<file path="config.mk">
export PLATFORM = sky130hd
export DESIGN_NAME = ssba_scan
export DESIGN_NICKNAME = d
export VERILOG_FILES = /design/src/sv/ssba_pkg.sv /design/src/sv/ssba_scan.sv
export SDC_FILE = /design/constraint.sdc
export NUM_CORES = 1
export LEC_CHECK = 0
export ABC_AREA = 1
export ABC_CLOCK_PERIOD_IN_PS = 6100
export BUFFER_PORTS_ARGS = -buffer_cell sky130_fd_sc_hd__buf_2
export CAP_MARGIN = 15
export CORE_MARGIN = 3
export CORE_UTILIZATION = 30
export DETAILED_ROUTE_END_ITERATION = 10
export SYNTH_ARGS = -nofsm -noshare
export SYNTH_HDL_FRONTEND = slang
export SYNTH_SLANG_ARGS = --single-unit
</file>
<file path="constraint.sdc">
create_clock -name vclk -period 6.1
set_input_delay 0.305 -clock vclk [all_inputs]
set_output_delay 0.305 -clock vclk [all_outputs]
set_load 0.005 [all_outputs]
</file>
<file path="src/sv/ssba_pkg.sv">
`default_nettype none
package ssba_pkg;

  // bitmap geometry
  localparam int WORD_W       = 64;
  localparam int BIT_W        = 6;
  localparam int EXT_W        = 2 * WORD_W;
  localparam int CNT_W        = 14;
  localparam int SECT_W       = 13;
  localparam int STAT_W       = 2;
  localparam int DEF_MAX_SECT = 8192;
  localparam int DEF_RUN_LEN  = 8;
  localparam logic [CNT_W-1:0] CNT_RESET = 14'd8192;

  typedef enum logic {
    OP_ALLOC = 1'b0,
    OP_FREE  = 1'b1
  } op_t;

  typedef enum logic [STAT_W-1:0] {
    STAT_OK       = 2'd0,
    STAT_FULL     = 2'd1,
    STAT_BAD_FREE = 2'd2
  } status_t;

  typedef enum logic [3:0] {
    ST_CLEAR,
    ST_IDLE,
    ST_AL_SCAN,
    ST_FR_RD0,
    ST_FR_RD1,
    ST_FR_CHK,
    ST_WR_LO,
    ST_WR_HI,
    ST_RESP
  } state_t;

  // outcome of searching one map word for the end of a free run
  typedef struct packed {
    logic              found;
    logic [BIT_W-1:0]  pos;
    logic [EXT_W-1:0]  set_mask;
  } scan_res_t;

endpackage
`default_nettype wire

</file>
<file path="src/sv/ssba_scan.sv">
`default_nettype none
module ssba_scan #(
  parameter int RUN_LENGTH = 8
) (
  input  wire logic [ssba_pkg::WORD_W-1:0] cur_used,
  input  wire logic [ssba_pkg::WORD_W-1:0] cur_valid,
  input  wire logic [ssba_pkg::WORD_W-1:0] prev_free,
  output logic      [ssba_pkg::WORD_W-1:0] cur_free,
  output ssba_pkg::scan_res_t              res
);
  import ssba_pkg::*;

  localparam logic [EXT_W-1:0] ONES_R = (EXT_W'(1) << RUN_LENGTH) - EXT_W'(1);

  logic [EXT_W-1:0]  ext;
  logic [EXT_W-1:0]  runs;
  logic [WORD_W-1:0] hit;
  logic [WORD_W-1:0] hit_oh;
  logic [BIT_W-1:0]  pos;
  logic [BIT_W:0]    sh;

  // free bits of the previous and current word side by side
  assign cur_free = ~cur_used & cur_valid;
  assign ext      = {cur_free, prev_free};

  // bit j set when the RUN_LENGTH bits ending at j are all free
  always_comb begin
    runs = ext;
    for (int k = 1; k < RUN_LENGTH; k++) begin
      runs = runs & (ext << k);
    end
  end

  // lowest run end inside the current word
  assign hit    = runs[EXT_W-1:WORD_W];
  assign hit_oh = hit & (~hit + WORD_W'(1));

  always_comb begin
    pos = '0;
    for (int i = 0; i < WORD_W; i++) begin
      if (hit_oh[i]) begin
        pos = pos | BIT_W'(i);
      end
    end
  end

  // mask of the run in the two-word window
  assign sh = (BIT_W+1)'(WORD_W + 32'(pos) + 1 - RUN_LENGTH);

  assign res.found    = |hit;
  assign res.pos      = pos;
  assign res.set_mask = ONES_R << sh;

endmodule
`default_nettype wire

</file>
Word-level counts from Yosys, hierarchy flattened
Index checks and enable logic that the tools add are counted.
{"block": "totals", "register_bits": 0, "input_bits": 192, "output_inout_bits": 199, "elab_cells": 80}
{"block": "classes", "add_sub_neg": 4, "shift": 1, "n_mux": 63, "bitwise": 11, "reduce_logical": 1}
{"op": "bitwise AND 128 bit", "n": 7}
{"op": "two-way mux 6 bit", "n": 32}
{"op": "bitwise AND 64 bit", "n": 2}
{"op": "inverter 64 bit", "n": 2}
{"op": "<< shifter 8 x 7 -> 128 bit, first input constant", "n": 1}
{"op": "two-way mux 5 bit", "n": 16}
{"op": "adder 64 x 1 -> 64 bit, second input constant", "n": 1}
{"op": "OR reduction 64 bit", "n": 1}
{"op": "two-way mux 4 bit", "n": 8}
{"op": "two-way mux 3 bit", "n": 4}
{"op": "adder 7 x 1 -> 7 bit, second input constant", "n": 1}
{"op": "adder 7 x 6 -> 7 bit, first input constant", "n": 1}
{"op": "subtractor 7 x 4 -> 7 bit, second input constant", "n": 1}
{"op": "two-way mux 2 bit", "n": 2}
{"op": "two-way mux 1 bit", "n": 1}

Logic depth before layout (Yosys ltp)
{"block": "logic_depth", "ltp_word": 79, "mapped_depth": 29, "mapped_depth_nobuf": 28}

Least setup slack after synthesis
No wires, ideal clock.
{"block": "synth_path", "path_type": "input-to-output", "from": "input port cur_used[8] (netlist name)", "to": "output port res[113] (netlist name)", "t_arrival_ps": 3248, "t_required_ps": 5795, "path_slack_ps": 2547, "path_stages": 25, "n_path_buf": 0, "cell_sequence": "inv_1 -> nand2_1 -> inv_2 -> nand2_1 -> nor2_1 -> nand3_1 -> nand2_1 -> nor2_2 -> nand3_2 -> nor2_4 -> nand3_1 -> nor2_2 -> nand3_1 -> nand2_1 -> nor2_1 -> nand3_2 -> ha_1 -> inv_1 -> ha_1 -> inv_1 -> nor2_1 -> nand3_1 -> nand2_1 -> nand2_4 -> nor2_2"}
{"item": "from (decl)", "line_no": "ssba_scan.sv:5", "source": "input wire logic [ssba_pkg::WORD_W-1:0] cur_used,"}
{"item": "to (decl)", "line_no": "ssba_scan.sv:9", "source": "output ssba_pkg::scan_res_t res"}

==> results.cfg <==
[final_layout]
final_nets = 1857
drive_gt1_share_pct = 29.7
num-fill-cells = 2586
clkbuf_count = 0
register_area_um2 = 0
multiInputGateArea_mm2 = 0.00566
area_growth_syn_to_layout_pct = 22.6
nFlopsAndLatches = 0
post-route-util_pct = 38.0
final_cells = 1935
n_antenna_cell = 0

[place]
post-dp-hpwl_um = 23800
place_inst = 1935
port_buffers = 295
gp_congestion = 0.955

[setup_path]
critPathMostFrequentCell = nor2_1
cp_max_fo = 7
crit_path_start_kind = input port
cp-startpoint = cur_used[42]
arrival_ps = 4400
cp_slowest_cell = o21ai_1
crit_type = input port to output port
worstPathRequired_ps = 5790
slowest_delay_ps = 480
endpoint_kind = output port

[die]
dieHeight_um = 157
ios = 391
num_rows = 54
die_area_mm2 = 0.0247
die_x_um = 157
start_util_pct = 31.0
core_mm2 = 0.0221

[logic_synthesis]
syn_area_mm2 = 0.00685
ys_top_cells_by_area = nand2_1, nor2_1, inv_1
ys_warn_count = 0
syn_inst = 1374
yosys.area.top_type = nand2_1
synth_cell_types = 40
synth.avg_cell_area_um2 = 4.98
yosysSeqAreaShare_pct = 0
yosys.area.top_type_share_pct = 17.4

[timing]
fin_crit_sh_pct = 77.1
setup_viol = 0
min_period_ps = 4700
setup_tns_ps = 0
worst_pin_slew_ps = 621
holdWs_ps = 843
rsz0062_at_grt = no
max_freq_mhz = 213
relSlewSlack_pct = 58.5
hold_viol = 0
finalMaxSlewViolations = 0

[clock_network]
post_cts_buffers = 0
hold_buffers = 0
cts-resized-gates = 0

[power]
ir_drop_mv = 0.0205
leakage_nw = 5.65
power_density_mw_per_mm2 = 20.6

[route]
vias = 9324
drt_first_pass_iters = 6
viasPerCell = 4.82
drt_wl_total_um = 26800
post_drt_wl_per_cell_um = 13.8
antenna_left = 0
drt_iter0_markers = 656
route.detailed.drc = 0

[min_path]
worstHoldPathCells = 3
hold_path_class = input port to output port
min_from = cur_used[57]

[job]
maxCapViolCount = 0

[global_routing]
grt_usage_pct = 19.9
antenna_found_initial = 0
first_global_vias = 8068
grt_max_degree = 26
grt_overflow_total = 0
grt_pass1_wl_um = 41100

[run_status]
status = complete, no violations
==> worst max-delay path, delay by kind of cell <==
kind,cells,cell delay [ps]
compound gates,1,480
fa+ha+maj,3,870
buf+inv,7,710
simple gates,16,2030
==> Yosys cell counts (all sizes together) <==
master and number:
nand3b 16, a21oi 17, nand2 350, nor3 30, ha 8, o2111ai 7
and3 1, buf 52, nand4 44, nor2 381, nor2b 1, nor3b 3
nor4 4, o21ai 28, and2 2, conb 1, o211ai 13, clkinv 5
inv 236, a31oi 2, nand3 173
==> layout make-up <==
cell class,instances,share of cell area [%]
Timing Repair Buffer,295,17.6
Inverter,241,10.8
Multi-Input combinational cell,1119,67.4
Tap cell,280,4.17
==> layout by cell type (no fill, tap or decap), types with 4 or more instances in the layout <==
master       n
ha_1         8
nand3_1    133
nor2_2      44
nor2_4      31
nor2_8       4
nor3_1      26
nand2_1    317
buf_2      295
nand3_2     37
o211ai_1    12
conb_1      39
nand2_4      5
inv_1      201
o21ai_1     13
inv_2       34
nor4_1       4
nor2_1     302
o2111ai_1    7
clkinv_1     5
nand4_1     43
a21oi_1     17
o21ai_0     12
nand2_2     28
nand3b_1    16
==> cells by family after synthesis <==
| logic type | after synthesis | synth area share (%) |
|---|---|---|
| AO/OA/AOI/OAI | 67 | 6.03 |
| adder cells (fa/ha/maj) | 8 | 1.46 |
| buffers and inverters | 293 | 19.5 |
| other | 1 | 0.0548 |
| AND/OR/NAND/NOR | 1005 | 73.0 |
==> report_power, final <==
part,switching [W],internal (W)
clock network,0,0
registers,0,0
logic,0.000107,0.0000662
==> worst paths after layout <==
path           end  slack [ps]
min   cur_free[57]         840
max       res[115]        1400
==> through the flow <==
stage | total power [W] | setup WS (ps) | instance area (um2)
floorplan | 0.000102 | 2550 | 6990
global placement | 0.000170 | 1470 | 8390
detailed placement | 0.000173 | 1350 | 8390
CTS | 0.000174 | 1330 | 8390
global route | 0.000195 | 989 | 8390
finish | 0.000173 | 1400 | 8390
==> routing by layer <==
metal	vias to the layer above	global-route usage (%)	wire length [um]
li1	4818	-	-
met1	4112	27.0	11800
met2	378	35.7	12700
met3	16	1.21	1870
met4	0	2.69	371
met5	-	0	0
No activity file was read; power rests on OpenSTA's default activity.
